--- src/sv/lpss_pkg.sv ---
// ----------------------------------------------------------------------------
// lpss_pkg
// Types and constants shared by the LED pattern state stack block.
// ----------------------------------------------------------------------------
package lpss_pkg;

  localparam int unsigned ModeW   = 3;
  localparam int unsigned CodeW   = 4;
  localparam int unsigned PeriodW = 16;
  localparam int unsigned TimeW   = 32;
  localparam int unsigned LevelW  = 4;
  localparam int unsigned CfgAddrW = 4;
  localparam int unsigned CfgDataW = 16;

  typedef enum logic [ModeW-1:0] {
    MODE_TICK      = 3'd0,
    MODE_SET       = 3'd1,
    MODE_SET_DELAY = 3'd2,
    MODE_REVERT    = 3'd3,
    MODE_TOGGLE    = 3'd4,
    MODE_FORCE     = 3'd5
  } mode_e;

  typedef enum logic [CfgAddrW-1:0] {
    REG_SLOW_HALF  = 4'd0,
    REG_FAST_HALF  = 4'd1,
    REG_SOS_SHORT  = 4'd2,
    REG_SOS_LONG   = 4'd3
  } cfg_reg_e;

  typedef logic [CodeW-1:0] code_t;

  localparam code_t ST_UNCTRL      = 4'd0;
  localparam code_t ST_OFF         = 4'd1;
  localparam code_t ST_ON          = 4'd2;
  localparam code_t ST_SLOW        = 4'd3;
  localparam code_t ST_SOS         = 4'd4;
  localparam code_t ST_FAST        = 4'd5;
  localparam code_t ST_WAIT_TOGGLE = 4'd6;
  localparam code_t ST_WAIT_OFF    = 4'd7;
  localparam code_t ST_WAIT_ON     = 4'd8;

  // last SOS step of each phase
  localparam logic [3:0] SOS_SHORT_LAST = 4'd5;
  localparam logic [3:0] SOS_LONG_LAST  = 4'd11;

  localparam logic [PeriodW-1:0] SLOW_HALF_RST = 16'd1000;
  localparam logic [PeriodW-1:0] FAST_HALF_RST = 16'd100;
  localparam logic [PeriodW-1:0] SOS_SHORT_RST = 16'd150;
  localparam logic [PeriodW-1:0] SOS_LONG_RST  = 16'd400;

endpackage

--- src/sv/lpss_cmd_if.sv ---
// ----------------------------------------------------------------------------
// lpss_cmd_if
// Command channel: mode, state code, delay and forced LED level.
// ----------------------------------------------------------------------------
interface lpss_cmd_if;
  logic        valid;
  logic        ready;
  logic [2:0]  mode;
  logic [3:0]  state_code;
  logic [15:0] delay_ms;
  logic        led_value;

  modport source (output valid, mode, state_code, delay_ms, led_value, input ready);
  modport sink   (input valid, mode, state_code, delay_ms, led_value, output ready);
endinterface

--- src/sv/lpss_res_if.sv ---
// ----------------------------------------------------------------------------
// lpss_res_if
// Result channel: LED level, active state, stack level and drop flag.
// ----------------------------------------------------------------------------
interface lpss_res_if;
  logic       valid;
  logic       ready;
  logic       led_on;
  logic [3:0] active_state;
  logic [3:0] stack_level;
  logic       push_dropped;

  modport source (output valid, led_on, active_state, stack_level, push_dropped,
                  input ready);
  modport sink   (input valid, led_on, active_state, stack_level, push_dropped,
                  output ready);
endinterface

--- src/sv/lpss_cfg_if.sv ---
// ----------------------------------------------------------------------------
// lpss_cfg_if
// Configuration write channel: register address and write data.
// ----------------------------------------------------------------------------
interface lpss_cfg_if;
  logic        valid;
  logic        ready;
  logic [3:0]  addr;
  logic [15:0] data;

  modport source (output valid, addr, data, input ready);
  modport sink   (input valid, addr, data, output ready);
endinterface

--- src/sv/led_pattern_state_stack.sv ---
// ----------------------------------------------------------------------------
// led_pattern_state_stack
// LED drive controller with a bounded stack of states.
// ----------------------------------------------------------------------------
// Result word valid in the cycle after the command word is accepted.
// Throughput: one command word per cycle while res_o.ready is high. The top of
// stack is registered; the entry below is prefetched from RAM every cycle.
// Reset: stack empty, LED off, time, deadline and SOS step zero, periods at
// their defaults. Stack RAM contents are not cleared.
// ----------------------------------------------------------------------------
module led_pattern_state_stack
  import lpss_pkg::*;
#(
  parameter int unsigned STACK_DEPTH = 10
) (
  input  logic clk_i,
  input  logic rst_ni,
  lpss_cmd_if.sink   cmd_i,
  lpss_res_if.source res_o,
  lpss_cfg_if.sink   cfg_i
);

  localparam int unsigned SpW   = $clog2(STACK_DEPTH + 1);
  localparam int unsigned AddrW = $clog2(STACK_DEPTH);

  logic [SpW-1:0]     sp_q, sp_d;
  code_t              top_q, top_d;
  logic               led_q, led_d;
  logic [TimeW-1:0]   now_q, now_d;
  logic [TimeW-1:0]   dl_q, dl_d;
  logic [3:0]         sos_q, sos_d;
  logic [PeriodW-1:0] slow_q, fast_q, short_q, long_q;

  logic        res_valid_q;
  logic        res_led_q;
  code_t       res_state_q;
  logic [3:0]  res_level_q;
  logic        res_drop_q;

  logic        accept;
  logic        do_push, do_pop, do_clear, drop;
  code_t       push_code, top_cur, below;
  logic [SpW-1:0] base;
  logic        wr_en;
  logic [AddrW-1:0] wr_addr, rd_addr;
  logic [SpW-1:0]   rd_sp;
  code_t       cmd_code;

  assign cmd_i.ready = ~res_valid_q | res_o.ready;
  assign accept      = cmd_i.valid & cmd_i.ready;
  assign cfg_i.ready = 1'b1;
  assign cmd_code    = cmd_i.state_code;
  assign top_cur     = (sp_q == '0) ? ST_UNCTRL : top_q;

  always_comb begin
    sp_d      = sp_q;
    top_d     = top_q;
    led_d     = led_q;
    now_d     = now_q;
    dl_d      = dl_q;
    sos_d     = sos_q;
    do_push   = 1'b0;
    do_pop    = 1'b0;
    do_clear  = 1'b0;
    push_code = ST_WAIT_TOGGLE;
    drop      = 1'b0;
    wr_en     = 1'b0;
    if (accept) begin
      case (cmd_i.mode) inside
        MODE_TICK: begin
          now_d = now_q + 1'b1;
          case (top_cur)
            ST_OFF: led_d = 1'b0;
            ST_ON:  led_d = 1'b1;
            ST_SLOW: begin
              dl_d    = now_d + TimeW'(slow_q);
              do_push = 1'b1;
            end
            ST_FAST: begin
              dl_d    = now_d + TimeW'(fast_q);
              do_push = 1'b1;
            end
            ST_SOS: begin
              if (sos_q <= SOS_SHORT_LAST) begin
                dl_d    = now_d + TimeW'(short_q);
                do_push = 1'b1;
                sos_d   = sos_q + 1'b1;
              end else if (sos_q <= SOS_LONG_LAST) begin
                dl_d    = now_d + TimeW'(long_q);
                do_push = 1'b1;
                sos_d   = sos_q + 1'b1;
              end else begin
                led_d = 1'b0;
                sos_d = '0;
              end
            end
            ST_WAIT_TOGGLE: begin
              if (now_d > dl_q) begin
                led_d  = ~led_q;
                do_pop = 1'b1;
              end
            end
            ST_WAIT_OFF: begin
              if (now_d > dl_q) begin
                led_d  = 1'b0;
                do_pop = 1'b1;
              end
            end
            ST_WAIT_ON: begin
              if (now_d > dl_q) begin
                led_d  = 1'b1;
                do_pop = 1'b1;
              end
            end
            default: ;
          endcase
        end
        MODE_SET, MODE_SET_DELAY: begin
          if (cmd_i.mode == MODE_SET_DELAY) begin
            dl_d = now_q + TimeW'(cmd_i.delay_ms);
          end
          push_code = cmd_code;
          if (cmd_code <= ST_FAST) begin
            do_clear = 1'b1;
            do_push  = 1'b1;
            dl_d     = '0;
          end else if (cmd_code <= ST_WAIT_ON) begin
            do_push = 1'b1;
          end
        end
        MODE_REVERT: do_pop = 1'b1;
        MODE_TOGGLE: led_d  = ~led_q;
        MODE_FORCE:  led_d  = cmd_i.led_value;
        default: ;
      endcase
    end

    base = do_clear ? '0 : sp_q;
    if (do_push) begin
      if (base >= SpW'(STACK_DEPTH)) begin
        drop = 1'b1;
        sp_d = base;
      end else begin
        wr_en = 1'b1;
        sp_d  = base + 1'b1;
        top_d = push_code;
      end
    end else if (do_pop && sp_q != '0) begin
      sp_d  = sp_q - 1'b1;
      top_d = below;
    end
  end

  assign wr_addr = base[AddrW-1:0];
  // prefetch the entry under the next top of stack
  assign rd_sp   = sp_d - SpW'(2);
  assign rd_addr = rd_sp[AddrW-1:0];

  lpss_ram #(
    .Width (CodeW),
    .Depth (STACK_DEPTH)
  ) u_stack_ram (
    .clk_i   (clk_i),
    .we_i    (wr_en),
    .waddr_i (wr_addr),
    .wdata_i (push_code),
    .raddr_i (rd_addr),
    .rdata_o (below)
  );

  always_ff @(posedge clk_i or negedge rst_ni) begin
    if (!rst_ni) begin
      sp_q  <= '0;
      top_q <= ST_UNCTRL;
      led_q <= 1'b0;
      now_q <= '0;
      dl_q  <= '0;
      sos_q <= '0;
    end else begin
      sp_q  <= sp_d;
      top_q <= top_d;
      led_q <= led_d;
      now_q <= now_d;
      dl_q  <= dl_d;
      sos_q <= sos_d;
    end
  end

  always_ff @(posedge clk_i or negedge rst_ni) begin
    if (!rst_ni) begin
      slow_q  <= SLOW_HALF_RST;
      fast_q  <= FAST_HALF_RST;
      short_q <= SOS_SHORT_RST;
      long_q  <= SOS_LONG_RST;
    end else if (cfg_i.valid) begin
      unique case (cfg_i.addr)
        REG_SLOW_HALF: slow_q  <= cfg_i.data;
        REG_FAST_HALF: fast_q  <= cfg_i.data;
        REG_SOS_SHORT: short_q <= cfg_i.data;
        REG_SOS_LONG:  long_q  <= cfg_i.data;
        default: ;
      endcase
    end
  end

  always_ff @(posedge clk_i or negedge rst_ni) begin
    if (!rst_ni) begin
      res_valid_q <= 1'b0;
    end else if (accept) begin
      res_valid_q <= 1'b1;
    end else if (res_o.ready) begin
      res_valid_q <= 1'b0;
    end
  end

  always_ff @(posedge clk_i) begin
    if (accept) begin
      res_led_q   <= led_d;
      res_state_q <= (sp_d == '0) ? ST_UNCTRL : top_d;
      res_level_q <= 4'(sp_d);
      res_drop_q  <= drop;
    end
  end

  assign res_o.valid        = res_valid_q;
  assign res_o.led_on       = res_led_q;
  assign res_o.active_state = res_state_q;
  assign res_o.stack_level  = res_level_q;
  assign res_o.push_dropped = res_drop_q;

  a_sp_bound: assert property (@(posedge clk_i) disable iff (!rst_ni)
    sp_q <= SpW'(STACK_DEPTH))
    else $error("stack pointer beyond depth");

  a_drop_full: assert property (@(posedge clk_i) disable iff (!rst_ni)
    res_valid_q && res_drop_q |-> sp_q == SpW'(STACK_DEPTH))
    else $error("push dropped while stack not full");

  a_time_tick: assert property (@(posedge clk_i) disable iff (!rst_ni)
    !(accept && cmd_i.mode == MODE_TICK) |=> $stable(now_q))
    else $error("time advanced without a tick");

  a_sos_range: assert property (@(posedge clk_i) disable iff (!rst_ni)
    sos_q <= SOS_LONG_LAST + 4'd1)
    else $error("SOS step out of range");

endmodule

--- src/sv/lpss_ram.sv ---
// ----------------------------------------------------------------------------
// lpss_ram
// Generic single write port RAM with registered read.
// ----------------------------------------------------------------------------
module lpss_ram #(
  parameter int unsigned Width = 4,
  parameter int unsigned Depth = 10
) (
  input  logic                     clk_i,
  input  logic                     we_i,
  input  logic [$clog2(Depth)-1:0] waddr_i,
  input  logic [Width-1:0]         wdata_i,
  input  logic [$clog2(Depth)-1:0] raddr_i,
  output logic [Width-1:0]         rdata_o
);

  logic [Width-1:0] mem_q [Depth];
  logic [Width-1:0] rdata_q;

  always_ff @(posedge clk_i) begin
    if (we_i) begin
      mem_q[waddr_i] <= wdata_i;
    end
    rdata_q <= mem_q[raddr_i];
  end

  assign rdata_o = rdata_q;

endmodule
--- src/flat_wrapper.sv ---
// flat-port wrapper written by rule: the top's interface ports become plain ports
module led_pattern_state_stack_flat import lpss_pkg::*;
#(
  parameter int unsigned STACK_DEPTH = 10
)
  (clk_i, rst_ni, cmd_i_valid, cmd_i_mode, cmd_i_state_code, cmd_i_delay_ms, cmd_i_led_value, cmd_i_ready, res_o_valid, res_o_led_on, res_o_active_state, res_o_stack_level, res_o_push_dropped, res_o_ready, cfg_i_valid, cfg_i_addr, cfg_i_data, cfg_i_ready);
  lpss_cmd_if cmd_i_i ();
  lpss_res_if res_o_i ();
  lpss_cfg_if cfg_i_i ();
  input  logic clk_i;
  input  logic rst_ni;
  input wire logic [$bits(cmd_i_i.valid)-1:0] cmd_i_valid;
  input wire logic [$bits(cmd_i_i.mode)-1:0] cmd_i_mode;
  input wire logic [$bits(cmd_i_i.state_code)-1:0] cmd_i_state_code;
  input wire logic [$bits(cmd_i_i.delay_ms)-1:0] cmd_i_delay_ms;
  input wire logic [$bits(cmd_i_i.led_value)-1:0] cmd_i_led_value;
  output wire logic [$bits(cmd_i_i.ready)-1:0] cmd_i_ready;
  output wire logic [$bits(res_o_i.valid)-1:0] res_o_valid;
  output wire logic [$bits(res_o_i.led_on)-1:0] res_o_led_on;
  output wire logic [$bits(res_o_i.active_state)-1:0] res_o_active_state;
  output wire logic [$bits(res_o_i.stack_level)-1:0] res_o_stack_level;
  output wire logic [$bits(res_o_i.push_dropped)-1:0] res_o_push_dropped;
  input wire logic [$bits(res_o_i.ready)-1:0] res_o_ready;
  input wire logic [$bits(cfg_i_i.valid)-1:0] cfg_i_valid;
  input wire logic [$bits(cfg_i_i.addr)-1:0] cfg_i_addr;
  input wire logic [$bits(cfg_i_i.data)-1:0] cfg_i_data;
  output wire logic [$bits(cfg_i_i.ready)-1:0] cfg_i_ready;
  assign cmd_i_i.valid = cmd_i_valid;
  assign cmd_i_i.mode = cmd_i_mode;
  assign cmd_i_i.state_code = cmd_i_state_code;
  assign cmd_i_i.delay_ms = cmd_i_delay_ms;
  assign cmd_i_i.led_value = cmd_i_led_value;
  assign cmd_i_ready = cmd_i_i.ready;
  assign res_o_valid = res_o_i.valid;
  assign res_o_led_on = res_o_i.led_on;
  assign res_o_active_state = res_o_i.active_state;
  assign res_o_stack_level = res_o_i.stack_level;
  assign res_o_push_dropped = res_o_i.push_dropped;
  assign res_o_i.ready = res_o_ready;
  assign cfg_i_i.valid = cfg_i_valid;
  assign cfg_i_i.addr = cfg_i_addr;
  assign cfg_i_i.data = cfg_i_data;
  assign cfg_i_ready = cfg_i_i.ready;
  led_pattern_state_stack #(.STACK_DEPTH(STACK_DEPTH)) u_core (.clk_i(clk_i), .rst_ni(rst_ni), .cmd_i(cmd_i_i), .res_o(res_o_i), .cfg_i(cfg_i_i));
endmodule
--- config.mk ---
export PLATFORM = sky130hd
export DESIGN_NAME = led_pattern_state_stack_flat
export DESIGN_NICKNAME = d
export VERILOG_FILES = /design/src/sv/lpss_pkg.sv /design/src/sv/lpss_cmd_if.sv /design/src/sv/lpss_res_if.sv /design/src/sv/lpss_cfg_if.sv /design/src/sv/led_pattern_state_stack.sv /design/src/sv/lpss_ram.sv /design/src/flat_wrapper.sv
export SDC_FILE = /design/constraint.sdc
export NUM_CORES = 1
export LEC_CHECK = 0
export ABC_CLOCK_PERIOD_IN_PS = 4700
export BUFFER_PORTS_ARGS = -buffer_cell sky130_fd_sc_hd__clkbuf_2
export CORE_ASPECT_RATIO = 0.8
export CORE_MARGIN = 3
export CORE_UTILIZATION = 33
export DETAILED_ROUTE_END_ITERATION = 7
export HOLD_SLACK_MARGIN = 0.15
export SYNTH_ARGS = -nofsm -noshare
export SYNTH_HDL_FRONTEND = slang
export SYNTH_HIERARCHICAL = 1
export SYNTH_SLANG_ARGS = --single-unit
--- constraint.sdc ---
create_clock -name clk_i -period 4.7 [get_ports clk_i]
set_clock_uncertainty 0.2 [all_clocks]
set_input_delay 0.47 -clock clk_i [delete_from_list [all_inputs] [get_ports clk_i]]
set_output_delay 0.47 -clock clk_i [all_outputs]
set_load 0.02 [all_outputs]
==> results.rst, run 1 <==
.. list-table::
   :header-rows: 1

   * - Metric
     - Value
   * - Post-synth cell types
     - 79
   * - TritonCTS buffer count
     - 17
   * - Type of the setup path with the least slack
     - flop to flop
   * - Start of the worst register-to-register path
     - u_core/now_q[1]
   * - Number of antenna violations at the first check in global routing
     - 0
   * - Total Routed Length
     - 34300 microns
   * - Mux share of post-synthesis cell area
     - 0.0985
   * - Number of flops mapped to enable cells by yosys
     - 50
   * - Post-CTS clock slew at the launch and capture registers of the worst setup and hold paths
     - 0.08 ns
   * - Number of nets in the layout
     - 1518
   * - Clock tree from TritonCTS
     - built
   * - Final HPWL from detailed placement
     - 25600 microns
   * - Hold path startpoint
     - res_o_ready
   * - Busiest metal layer after global routing
     - met1
   * - Arrival time reported for the critical path endpoint
     - 4.71 ns
   * - Worst ir drop on vdd
     - 0.000258 V
   * - Post-detailed-route via-to-cell ratio
     - 5.21
   * - Floorplan row count
     - 62
   * - Proportion of synthesized chip area in sequential cells
     - 0.421
   * - CTS root buf
     - clkbuf_16
   * - I/O pin cnt
     - 62
   * - Share of the synthesized area in compound gates (AO/OA/AOI/OAI)
     - 0.135
   * - Mean instance size in the synthesized netlist
     - 10.0 sq um
   * - Area fraction in and, or, nand and nor cells after synthesis
     - 0.143
   * - WHS Endpoint
     - u_core/res_o.valid
   * - Remaining global-route overflow
     - 0
   * - Horizontal die dimension
     - 221 microns
   * - WHS Path Cells
     - 3
   * - Xor and xnor area share after synthesis
     - 0.0822
   * - Bufs on Longest Clock Path
     - 2
   * - Layout-stage area growth over the synthesis result
     - 23.4%
   * - Cell leakage power
     - 6.65 nW
   * - Cell count after synthesis
     - 1225
   * - Average wire per cell in the routed design
     - 18.2 microns
   * - CTS H-tree depth
     - 4
   * - Violated checks
     - setup timing
   * - Via count of the first global-routing pass
     - 9472
   * - Category of the worst setup path capture point
     - flop
   * - Number of placed instances with taps included
     - 1813
   * - Worst hold path type
     - input pin to flop
   * - Floorplan core area
     - 0.0362 sq mm
   * - Pin count of the biggest net entering global routing
     - 94
   * - Path depth of the worst reg2reg path
     - 19
   * - Routed vias
     - 9831
   * - Outcome
     - finished with violations
   * - Largest family of logic cells by synthesized area
     - simple AND/OR/NAND/NOR gates
   * - Post-route core utilization
     - 0.417
   * - Layout Cells excl Fill
     - 1886
   * - Final hold vios
     - 0
   * - Highest net fanout along the worst path
     - 7
   * - Relative slew slack
     - 0.294
   * - Post-route antenna net violation count
     - 0
   * - Global-route wire length before repair
     - 53600 microns
   * - Initial core utilization
     - 0.338
   * - Inserted Diodes
     - 0
   * - Global Route Usage Sum
     - 0.173
   * - Max-slew violation count
     - 0
   * - Clk Latency, worst-skew pair
     - 0.46 ns
   * - Routability cong.
     - 0.918
   * - Nets in the synthesized netlist
     - 1350
   * - Register-to-register setup slack
     - -0.005 ns
   * - Part of the cycle the worst path needs
     - 1.00
   * - Kind of start point of the critical path
     - flop
   * - Final worst path period need
     - 4.70 ns
   * - Critical Path Start
     - u_core/now_q[1]
   * - FMAX
     - 213 MHz
   * - Final routed DRC violation total
     - 0
   * - Post-synthesis sequential element count
     - 196
   * - Die area
     - 0.0395 sq mm
   * - Total of fill cells in the finished design
     - 3492
   * - Worst path required time
     - 4.71 ns
   * - Pwr dens
     - 406 mW/mm^2
   * - Total standard cell area after synthesis
     - 0.0122 sq mm
   * - Number of design-rule violations left by the first detailed-router iteration
     - 750
   * - Met3 Usage GRT
     - 0.0324
   * - Adder-cell share of the synthesized area
     - 0.0797
   * - Total number of clock tree sinks
     - 196
   * - Proportion of layout cells with a drive suffix above 1
     - 0.266
   * - Primary flip-flop cell chosen by synthesis mapping
     - dfrtp_1
   * - Vertical die dimension
     - 178 microns
   * - Final number of setup-violating endpoints
     - 3
   * - RSZ-0062 raised after global routing
     - true
   * - Worst-Margin Slew
     - 1.06 ns
   * - Length of the first detailed-routing pass in iterations
     - 5
   * - Routing usage on met2
     - 0.253
   * - Port buffer count
     - 60
   * - Share of synthesized flip-flops with an asynchronous set or reset
     - 0.724
   * - Post-route setup slack
     - -0.00450 ns
   * - Number of warnings issued by yosys
     - 6
   * - M1 GR Usage
     - 0.260
   * - Reg-to-Reg End
     - u_core/res_o.active_state[0]
   * - Maximum capacitance violations
     - 0
-- stage by stage --
stage                     cell area (sq um)  total power, mW  setup slack, ns  hold slack (ns)  TNS [ns]
after floorplan                       12200             3.75           0.0410          -0.0256         0
after global placement                13700             4.40           -0.105            0.272    -0.382
after detailed placement              13700             4.45           -0.113            0.280    -0.569
after CTS                             14600             6.00          -0.0144            0.167   -0.0324
after global routing                  15100             6.54           -0.149            0.184    -0.920
final                                 15100             6.14         -0.00450            0.194  -0.00789
-- routing by layer --
metal / part of all wire / wire (microns)
met5: 0 / 0
met4: 0.011 / 378
met3: 0.058 / 1990
met2: 0.43 / 14800
met1: 0.50 / 17200
-- how the worst max path moves through the flow --
stage / to / slack (ns) / depth (start not counted)
after floorplan: u_core/u_stack_ram/rdata_o[0] / 0.04 / 20
after global placement: u_core/u_stack_ram/rdata_o[2] / -0.10 / 18
after detailed placement: u_core/dl_q[24] / -0.11 / 22
after CTS: u_core/res_o.active_state[0] / -0.01 / 19
after global routing: u_core/res_o.active_state[3] / -0.15 / 19
final: u_core/res_o.active_state[0] / -0.005 / 19
-- area by class of cell --
cell class	count	area [sq um]	area share
repair buffers	202	1490	0.0984
multi-input cells	907	7010	0.464
inverters	69	262	0.0173
clock inverters	15	179	0.0118
well taps	480	601	0.0397
clock buffers	17	425	0.0281
flip-flops and latches	196	5150	0.341
-- synthesized netlist by cell type (all sizes together), types with 3 or more instances --
master,instances,area (sq um)
a211o,3,26.3
a211oi,8,60.1
a21o,18,135
a21oi,76,380
a221o,4,40.0
a221oi,9,78.8
a22oi,13,97.6
a31o,4,35.0
a31oi,12,75.1
and2,12,75.1
and3,13,81.3
and4,7,61.3
buf,19,100
clkbuf,34,128
dfrtp,126,3150
dfstp,16,420
dfxtp,4,80.1
edfxtp,50,1500
ha,74,926
inv,69,259
mux2,68,766
mux2i,35,350
mux4,4,90.1
nand2,110,415
nand2b,8,50.1
nand3,36,180
nand3b,5,37.5
nand4,22,138
nor2,75,284
nor2b,7,43.8
nor3,27,135
nor4,8,56.3
o211ai,7,66.3
o21a,8,60.1
o21ai,57,285
o21bai,4,30.0
o221ai,8,87.6
o22ai,6,37.5
o31a,3,26.3
or2,4,27.5
or3,5,31.3
or4,5,41.3
xnor2,73,639
xor2,42,368
-- logic make-up after synthesis --
group | count (synthesis)
compound gates | 255
xor+xnor | 115
fa+ha+maj | 77
buf+inv | 122
flops | 196
mux | 107
other cells | 1
simple gates | 352
-- worst max-delay path, stage by stage, from the launching register on --
cell,delay (ns)
dfrtp_1,0.40
ha_2,0.20
and3_4,0.21
and4_4,0.25
buf_6,0.13
nand4_1,0.15
xnor2_2,0.21
ha_1,0.31
and3_4,0.21
buf_6,0.11
nand4_1,0.16
o221ai_2,0.28
o221ai_4,0.15
o211ai_4,0.16
or3_1,0.18
o2111a_2,0.27
buf_6,0.11
inv_2,0.03
or4_4,0.56
and2_4,0.18
-- repair_timing --
action,CTS,global route
pin swaps,2,42
cloned,0,2
setup endpoints to repair,11,26
buffers inserted,1,18
hold buffers,21,0
hold endpoints to repair,151,0
resized for setup,9,64
-- power by group --
group	total (mW)	switching [mW]	internal (mW)
clock	1.50	0.739	0.763
combinational	2.38	1.28	1.09
sequential	2.26	0.187	2.07
total	6.14	2.21	3.93
-- registers in the layout (all words and copies together), names as in the netlist --
signal and cells:
u_core/fast_q 16, u_core/u_stack_ram/rdata_o 4, u_core/u_stack_ram/mem_q 40, u_core/res_o.active_state 4
u_core/sos_q 4, u_core/top_q 4, u_core/slow_q 16, u_core/sp_q 4
u_core/led_q 1, u_core/dl_q 32, u_core/res_o.stack_level 4, u_core/now_q 32
u_core/res_o.push_dropped 1, u_core/res_o.valid 1, u_core/short_q 16, u_core/res_o.led_on 1
u_core/long_q 16
-- layout by cell type (no fill, tap or decap), types with 7 or more instances in the layout --
master | synthesis | routed
nand2b_1 | 8 | 8
and3_1 | 13 | 8
a31oi_1 | 12 | 12
mux2_2 | 64 | 64
a22oi_1 | 13 | 13
buf_4 | 4 | 114
mux2i_1 | 35 | 35
xor2_1 | 42 | 36
dfstp_2 | 16 | 16
inv_1 | 67 | 65
nor2_1 | 74 | 72
a221oi_1 | 9 | 8
dfrtp_1 | 126 | 126
nand4_1 | 22 | 22
edfxtp_1 | 50 | 50
dlygate4sd3_1 | 0 | 21
ha_1 | 74 | 68
nand2_1 | 109 | 105
xnor2_1 | 73 | 68
nand3_1 | 36 | 33
o21a_1 | 8 | 8
o21ai_1 | 17 | 15
a21oi_1 | 76 | 73
nor2b_1 | 7 | 7
clkbuf_2 | 0 | 59
a211oi_1 | 8 | 8
nor3_1 | 27 | 23
clkbuf_16 | 0 | 19
a21o_1 | 18 | 18
o21ai_0 | 40 | 39
No activity file was read; power rests on OpenSTA's default activity.
==> run 2: changes to the inputs <==
--- a/config.mk
+++ b/config.mk
@@ -7,11 +7,14 @@
 export LEC_CHECK = 0
 export ABC_CLOCK_PERIOD_IN_PS = 4700
 export BUFFER_PORTS_ARGS = -buffer_cell sky130_fd_sc_hd__clkbuf_2
+export CELL_PAD_IN_SITES_DETAIL_PLACEMENT = 0
+export CELL_PAD_IN_SITES_GLOBAL_PLACEMENT = 1
 export CORE_ASPECT_RATIO = 0.8
 export CORE_MARGIN = 3
 export CORE_UTILIZATION = 33
 export DETAILED_ROUTE_END_ITERATION = 7
 export HOLD_SLACK_MARGIN = 0.15
+export PLACE_DENSITY_LB_ADDON = 0.1
 export SYNTH_ARGS = -nofsm -noshare
 export SYNTH_HDL_FRONTEND = slang
 export SYNTH_HIERARCHICAL = 1
==> run 2 against run 1 <==
Net effect: combinational power down 5%; sequential share of layout area up 0.18 points; critical path depth is 2 lower; clock-buffer cell count up 1; the run now ends clean; total power down 1.4%.
==> results.rst, run 2 (synthesized netlist as in run 1, its figures left out) <==
.. list-table::
   :header-rows: 1

   * - Metric
     - Value
   * - Total Routed Length
     - 36300 microns (+5.8%)
   * - Overall power of the completed layout
     - 6.05 mW (-1.4%)
   * - Critical Path Max Stage Delay
     - 0.59 ns (+0.03 ns)
   * - Vertical die dimension
     - 178 microns (unchanged)
   * - Final worst path period need
     - 4.66 ns (-0.0417 ns)
   * - Category of the worst setup path capture point
     - flop
   * - Reg-to-Reg End
     - u_core/res_o.active_state[2]
   * - Global Route Usage Sum
     - 0.185 (+0.0119)
   * - Most common library cell in the layout ignoring fill and taps
     - dfrtp_1
   * - Switching component of the power
     - 2.19 mW (-0.88%)
   * - Global-route wire length before repair
     - 56400 microns (+5.1%)
   * - Layout-stage area growth over the synthesis result
     - 22.8%
   * - Routability cong.
     - 0.859 (-6.4%)
   * - Clk Latency, worst-skew pair
     - 0.46 ns (about the same)
   * - Total number of clock tree sinks
     - 196 (unchanged)
   * - Part of the cycle the worst path needs
     - 0.992 (-0.00887)
   * - Average wire per cell in the routed design
     - 19.2 microns (+5.5%)
   * - Most used cells in the layout excluding fill and tap cells
     - dfrtp_1 (126), buf_4 (121), nand2_1 (105)
   * - Switching power as a share of total power
     - 0.362 (+0.00183)
   * - Max-slew violation count
     - 0 (unchanged)
   * - Floorplan core area
     - 0.0362 sq mm (unchanged)
   * - Remaining global-route overflow
     - 0 (unchanged)
   * - FMAX
     - 214 MHz (+0.89%)
   * - Worst hold-check slack
     - 0.207 ns (+0.0129 ns)
   * - Regs by FF count
     - u_core/u_stack_ram/mem_q x40, u_core/dl_q x32, u_core/now_q x32
   * - Inserted Diodes
     - 0 (unchanged)
   * - Pwr dens
     - 402 mW/mm^2 (-0.85%)
   * - Worst ir drop on vdd
     - 0.000193 V (-25%)
   * - Cell-by-cell trace of the critical path
     - ha_2 -> and3_4 -> and4_4 -> nand2_4 -> xnor2_2 -> ha_1 -> nand4_1 -> or4_4 -> or2_4 -> o221ai_4 -> o211ai_4 -> buf_6 -> nand2_4 -> o2111a_2 -> inv_2 -> or4_4 -> and2_4
   * - Fraction of power consumed by sequential logic
     - 0.373 (+0.005)
   * - Length of the first detailed-routing pass in iterations
     - 5 (unchanged)
   * - Number of design-rule violations left by the first detailed-router iteration
     - 607 (-19%)
   * - Via count of the first global-routing pass
     - 9504 (+0.34%)
   * - Path depth of the worst reg2reg path
     - 17 (-2)
   * - Internal Dissipation
     - 3.86 mW (-1.7%)
   * - Initial core utilization
     - 0.338 (unchanged)
   * - Post-detailed-route via-to-cell ratio
     - 5.15 (-1.1%)
   * - Hold path startpoint
     - cmd_i_state_code[3]
   * - Register-to-register setup slack
     - 0.04 ns (+0.04 ns)
   * - I/O pin cnt
     - 62 (unchanged)
   * - Register with the most flip-flops
     - u_core/u_stack_ram/mem_q
   * - Cell leakage power
     - 6.68 nW (+0.36%)
   * - Type of the setup path with the least slack
     - flop to flop
   * - Proportion of layout cells with a drive suffix above 1
     - 0.262 (-0.00378)
   * - Arrival time reported for the critical path endpoint
     - 4.68 ns (-0.03 ns)
   * - Highest net fanout along the worst path
     - 5 (-2)
   * - Pin count of the biggest net entering global routing
     - 92 (-2.1%)
   * - CTS H-tree depth
     - 4 (unchanged)
   * - Start of the worst register-to-register path
     - u_core/now_q[1]
   * - WHS Path Cells
     - 3 (unchanged)
   * - Post-CTS clock slew at the launch and capture registers of the worst setup and hold paths
     - 0.08 ns (about the same)
   * - Critical Path Start
     - u_core/now_q[1]
   * - Floorplan row count
     - 62 (unchanged)
   * - WHS Endpoint
     - u_core/top_q[3]
   * - Outcome
     - finished clean
   * - Number of antenna violations at the first check in global routing
     - 0 (unchanged)
   * - Part of the total power dissipated in the clock network
     - 0.254 (+0.009)
   * - Clock tree from TritonCTS
     - built
   * - Die area
     - 0.0395 sq mm (unchanged)
   * - Final number of setup-violating endpoints
     - 0 (-3)
   * - Largest register FFs
     - 40 (unchanged)
   * - Worst path required time
     - 4.72 ns (about the same)
   * - Share of power burned in combinational logic
     - 0.373 (-0.015)
   * - Horizontal die dimension
     - 221 microns (unchanged)
   * - Final hold vios
     - 0 (unchanged)
   * - Kind of start point of the critical path
     - flop
   * - Final routed DRC violation total
     - 0 (unchanged)
   * - Bufs on Longest Clock Path
     - 2 (unchanged)
   * - RSZ-0062 raised after global routing
     - true
   * - CTS root buf
     - clkbuf_16
   * - Worst-Margin Slew
     - 1.09 ns (+0.0340 ns)
   * - Post-route antenna net violation count
     - 0 (unchanged)
   * - Post-Place Cell Area
     - 0.0138 sq mm (+0.77%)
   * - Worst hold path type
     - input pin to flop
   * - Final HPWL from detailed placement
     - 27600 microns (+7.8%)
   * - Post-route cell area
     - 0.0150 sq mm (-0.54%)
   * - Maximum capacitance violations
     - 0 (unchanged)
   * - Number of nets in the layout
     - 1523 (+0.33%)
   * - CP max stage cell
     - or4_4
   * - Relative slew slack
     - 0.271 (-0.0227)
   * - Port buffer count
     - 60 (unchanged)
   * - Routed vias
     - 9748 (-0.84%)
   * - TritonCTS buffer count
     - 17 (unchanged)
[run 2: cell count changes in the layout (fill, tap and decap cells not counted), sizes merged]
cell	delta
clkbuf	-1
inv	+2
buf	+8
clkinvlp	-1
dlygate4sd3	-1
clkinv	-2
[run 2: cell type report]
type / count / area (sq um)
fill: 3604 / 21200
multi-input combinational: 907 / 6910
sequential: 196 / 5150
timing repair buffer: 207 / 1510
tap: 480 / 601
clock buffer: 18 / 429
inverter: 69 / 259
clock inverter: 14 / 176
[run 2: metal layers]
| layer | vias up | global-route usage | part of all wire |
|---|---|---|---|
| met1 | 4778 | 0.297 | 0.55 |
| met5 | - | 0 | 0 |
| met2 | 212 | 0.258 | 0.40 |
| met4 | 0 | 0.0327 | 0.0055 |
| li1 | 4748 | - | - |
| met3 | 10 | 0.0303 | 0.040 |
[run 2: worst max-delay path, delay by kind of cell, from the launching register on]
kind / cells / cell delay [ns]
flops: 1 / 0.39
compound gates: 3 / 0.62
simple gates: 9 / 2.35
buf+inv: 2 / 0.21
fa+ha+maj: 2 / 0.48
xor+xnor: 1 / 0.15
[run 2: power groups by stage]
stage	Clock [mW]	Combinational, mW	Sequential, mW
2_1_floorplan	0	1.51	2.24
3_3_place_gp	0	2.16	2.29
3_5_place_dp	0	2.17	2.29
4_1_cts	1.61	2.20	2.26
5_1_grt	1.67	2.52	2.30
6_report	1.54	2.26	2.25
[run 2: stage by stage]
stage / utilization / setup TNS (ns) / setup slack (ns) / instances
finish: 0.415 / 0 / 0.0372 / 1891
global route: 0.415 / -0.744 / -0.120 / 1891
CTS: 0.406 / 0 / 0.00768 / 1878
detailed placement: 0.382 / -2.23 / -0.269 / 1824
global placement: 0.382 / -0.798 / -0.116 / 1824
floorplan: - / 0 / 0.0410 / 1225
[run 2: what timing repair did]
item	CTS	global route
pin swaps	3	33
hold buffers	20	0
endpoints found under the setup margin	10	19
setup buffers	2	14
hold endpoints to repair	147	0
resized for setup	10	54
[run 2: worst max-delay path by stage]
| stage | end | slack (ns) | cells past startpoint |
|---|---|---|---|
| 2_1_floorplan | u_core/u_stack_ram/rdata_o[0] | 0.04 | 20 |
| 3_3_place_gp | u_core/u_stack_ram/rdata_o[2] | -0.12 | 20 |
| 3_5_place_dp | u_core/u_stack_ram/rdata_o[0] | -0.27 | 20 |
| 4_1_cts | u_core/res_o.active_state[2] | 0.008 | 16 |
| 5_1_grt | u_core/res_o.active_state[2] | -0.12 | 20 |
| 6_report | u_core/res_o.active_state[2] | 0.04 | 17 |
==> run 3: changes to the inputs <==
--- a/config.mk
+++ b/config.mk
@@ -9,7 +9,7 @@
 export BUFFER_PORTS_ARGS = -buffer_cell sky130_fd_sc_hd__clkbuf_2
 export CELL_PAD_IN_SITES_DETAIL_PLACEMENT = 0
 export CELL_PAD_IN_SITES_GLOBAL_PLACEMENT = 1
-export CORE_ASPECT_RATIO = 0.8
+export CORE_ASPECT_RATIO = 0.9
 export CORE_MARGIN = 3
 export CORE_UTILIZATION = 33
 export DETAILED_ROUTE_END_ITERATION = 7
==> run 3 against run 2 <==
Net effect: via count decreased by 0.94%; sequential power about the same; setup slack improved by 0.035 ns; combinational power increased by 6%; core utilization decreased by 0.18 points; clock power decreased by 5%.
==> results.rst, run 3 (synthesized netlist as in run 1, its figures left out) <==
.. list-table::
   :header-rows: 1

   * - Metric
     - Value
   * - Clk Latency, worst-skew pair
     - 0.45 ns (about the same)
   * - Inserted Diodes
     - 0 (unchanged)
   * - Highest net fanout along the worst path
     - 5 (unchanged)
   * - Routing usage on met2
     - 0.284 (+0.0265)
   * - Final number of setup-violating endpoints
     - 0 (unchanged)
   * - Post-route core utilization
     - 0.413 (-0.00182)
   * - Layout-stage area growth over the synthesis result
     - 22.9% (about the same)
   * - Share of power burned in combinational logic
     - 0.392 (+0.019)
   * - Part of the cycle the worst path needs
     - 0.985 (-0.00748)
   * - Met3 Usage GRT
     - 0.0340 (+0.00369)
   * - Die area
     - 0.0395 sq mm (about the same)
   * - Initial core utilization
     - 0.336 (-0.00177)
   * - Worst-Margin Slew
     - 1.02 ns (-0.0702 ns)
   * - Final worst path period need
     - 4.63 ns (-0.0352 ns)
   * - M1 GR Usage
     - 0.270 (-0.0266)
   * - Horizontal die dimension
     - 209 microns (-5.6%)
   * - Post-route setup slack
     - 0.0723 ns (+0.0352 ns)
   * - Total of fill cells in the finished design
     - 3589 (-0.42%)
   * - Outcome
     - finished clean
   * - Routed vias
     - 9656 (-0.94%)
   * - Busiest metal layer after global routing
     - met2
   * - Average wire per cell in the routed design
     - 18.9 microns (-1.8%)
   * - Most used cells in the layout excluding fill and tap cells
     - dfrtp_1 (126), buf_4 (124), nand2_1 (107)
   * - Length of the first detailed-routing pass in iterations
     - 5 (unchanged)
   * - Relative slew slack
     - 0.319 (+0.0482)
   * - RSZ-0062 raised after global routing
     - true
   * - Switching component of the power
     - 2.19 mW (about the same)
   * - Register with the most flip-flops
     - u_core/u_stack_ram/mem_q
   * - Post-detailed-route via-to-cell ratio
     - 5.10 (-1.1%)
   * - Switching power as a share of total power
     - 0.358 (-0.00375)
   * - Post-Place Cell Area
     - 0.0139 sq mm (+0.66%)
   * - Maximum capacitance violations
     - 0 (unchanged)
   * - WHS Path Cells
     - 4 (+1)
   * - Clock tree from TritonCTS
     - built
   * - Number of antenna violations at the first check in global routing
     - 0 (unchanged)
   * - Number of placed instances with taps included
     - 1832 (+0.44%)
   * - Post-CTS clock slew at the launch and capture registers of the worst setup and hold paths
     - 0.08 ns (about the same)
   * - Number of nets in the layout
     - 1530 (+0.46%)
   * - Port buffer count
     - 60 (unchanged)
   * - Final routed DRC violation total
     - 0 (unchanged)
   * - Largest register FFs
     - 40 (unchanged)
   * - Arrival time reported for the critical path endpoint
     - 4.64 ns (-0.04 ns)
   * - Worst hold path type
     - input pin to flop
   * - Final hold vios
     - 0 (unchanged)
   * - Type of the setup path with the least slack
     - flop to flop
   * - Floorplan core area
     - 0.0364 sq mm (+0.53%)
   * - Overall power of the completed layout
     - 6.11 mW (+0.95%)
   * - Part of the total power dissipated in the clock network
     - 0.241 (-0.013)
   * - I/O pin cnt
     - 62 (unchanged)
   * - Total number of clock tree sinks
     - 196 (unchanged)
   * - Worst ir drop on vdd
     - 0.000293 V (+52%)
   * - Global Route Usage Sum
     - 0.184 (-0.000567)
   * - Vertical die dimension
     - 189 microns (+5.9%)
   * - Post-route antenna net violation count
     - 0 (unchanged)
   * - Internal Dissipation
     - 3.92 mW (+1.5%)
   * - Regs by FF count
     - u_core/u_stack_ram/mem_q x40, u_core/dl_q x32, u_core/now_q x32
   * - Path depth of the worst reg2reg path
     - 16 (-1)
   * - TritonCTS buffer count
     - 17 (unchanged)
   * - Floorplan row count
     - 66 (+6.5%)
   * - Dpl ws
     - -0.282 ns (-0.0133 ns)
   * - Routability cong.
     - 0.821 (-4.5%)
   * - Layout Cells excl Fill
     - 1894 (+0.16%)
   * - Register-to-register setup slack
     - 0.07 ns (+0.04 ns)
   * - Worst path required time
     - 4.71 ns (about the same)
   * - Kind of start point of the critical path
     - flop
   * - Total Routed Length
     - 35700 microns (-1.7%)
   * - Post-route cell area
     - 0.0151 sq mm (about the same)
   * - Pwr dens
     - 406 mW/mm^2 (+0.87%)
   * - Final HPWL from detailed placement
     - 26900 microns (-2.5%)
   * - CTS root buf
     - clkbuf_16
   * - Remaining global-route overflow
     - 0 (unchanged)
   * - Via count of the first global-routing pass
     - 9887 (+4.0%)
   * - Proportion of layout cells with a drive suffix above 1
     - 0.259 (-0.00341)
   * - Fraction of power consumed by sequential logic
     - 0.367 (-0.006)
   * - Category of the worst setup path capture point
     - flop
   * - CTS H-tree depth
     - 4 (unchanged)
   * - Most common library cell in the layout ignoring fill and taps
     - dfrtp_1
   * - Cell leakage power
     - 6.65 nW (-0.38%)
   * - Max-slew violation count
     - 0 (unchanged)
   * - Pin count of the biggest net entering global routing
     - 64 (-30%)
   * - Global-route wire length before repair
     - 56600 microns (+0.37%)
   * - FMAX
     - 216 MHz (+0.76%)
   * - Bufs on Longest Clock Path
     - 2 (unchanged)
   * - Number of design-rule violations left by the first detailed-router iteration
     - 559 (-7.9%)
[run 3: stage by stage]
step / hold slack, ns / TNS (ns)
2_1_floorplan: -0.0256 / 0
3_3_place_gp: 0.269 / -1.58
3_5_place_dp: 0.275 / -2.02
4_1_cts: 0.235 / 0
5_1_grt: 0.264 / -0.844
6_report: 0.273 / 0
[run 3: worst paths after layout]
| path | startpoint | end |
|---|---|---|
| min in group asynchronous | rst_ni | u_core/sp_q[0] |
| setup reg to reg | u_core/now_q[1] | u_core/res_o.active_state[3] |
| max in group asynchronous | rst_ni | u_core/slow_q[6] |
| setup / recovery | u_core/now_q[1] | u_core/res_o.active_state[3] |
| hold / removal | cmd_i_state_code[0] | u_core/top_q[0] |
| hold reg to reg | u_core/dl_q[18] | u_core/dl_q[18] |
[run 3: timing repair]
item	CTS	global route
pin swaps	4	13
gates resized for setup	14	36
endpoints found under the setup margin	9	21
endpoints found under the hold margin	123	0
buffers inserted	3	3
gates cloned	0	2
hold buffers	22	0
[run 3: power by group through the flow]
stage	Clock, mW	Combinational (mW)	Sequential, mW
finish	1.47	2.40	2.24
floorplan	0	1.51	2.24
detailed placement	0	2.25	2.27
global placement	0	2.25	2.27
global route	1.60	2.67	2.28
CTS	1.52	2.30	2.24
[run 3: area by class of cell]
cell class,count,area [sq um],share of cell area
flip-flops and latches,196,5150,0.342
inverters,69,259,0.0172
clock inverters,14,144,0.00956
well taps,476,596,0.0396
repair buffers,214,1600,0.106
clock buffers,18,429,0.0285
multi-input cells,907,6870,0.456
[run 3: metal layers]
layer | part of all wire | vias to the layer above
li1 | - | 4768
met1 | 0.51 | 4703
met2 | 0.44 | 163
met3 | 0.035 | 22
met4 | 0.012 | 0
met5 | 0 | -
[run 3: critical path, cell delays in order, from the launching register on]
cell and delay (ns):
dfrtp_1 0.39, and4_4 0.23, buf_4 0.12, and4_2 0.30, nand3_1 0.11, xnor2_1 0.15
ha_1 0.30, nand4_1 0.15, or4_4 0.57, or2_4 0.30, o221ai_4 0.19, o211ai_4 0.14
a21o_1 0.22, a22o_4 0.29, buf_6 0.12, or4_4 0.44, and2_4 0.17
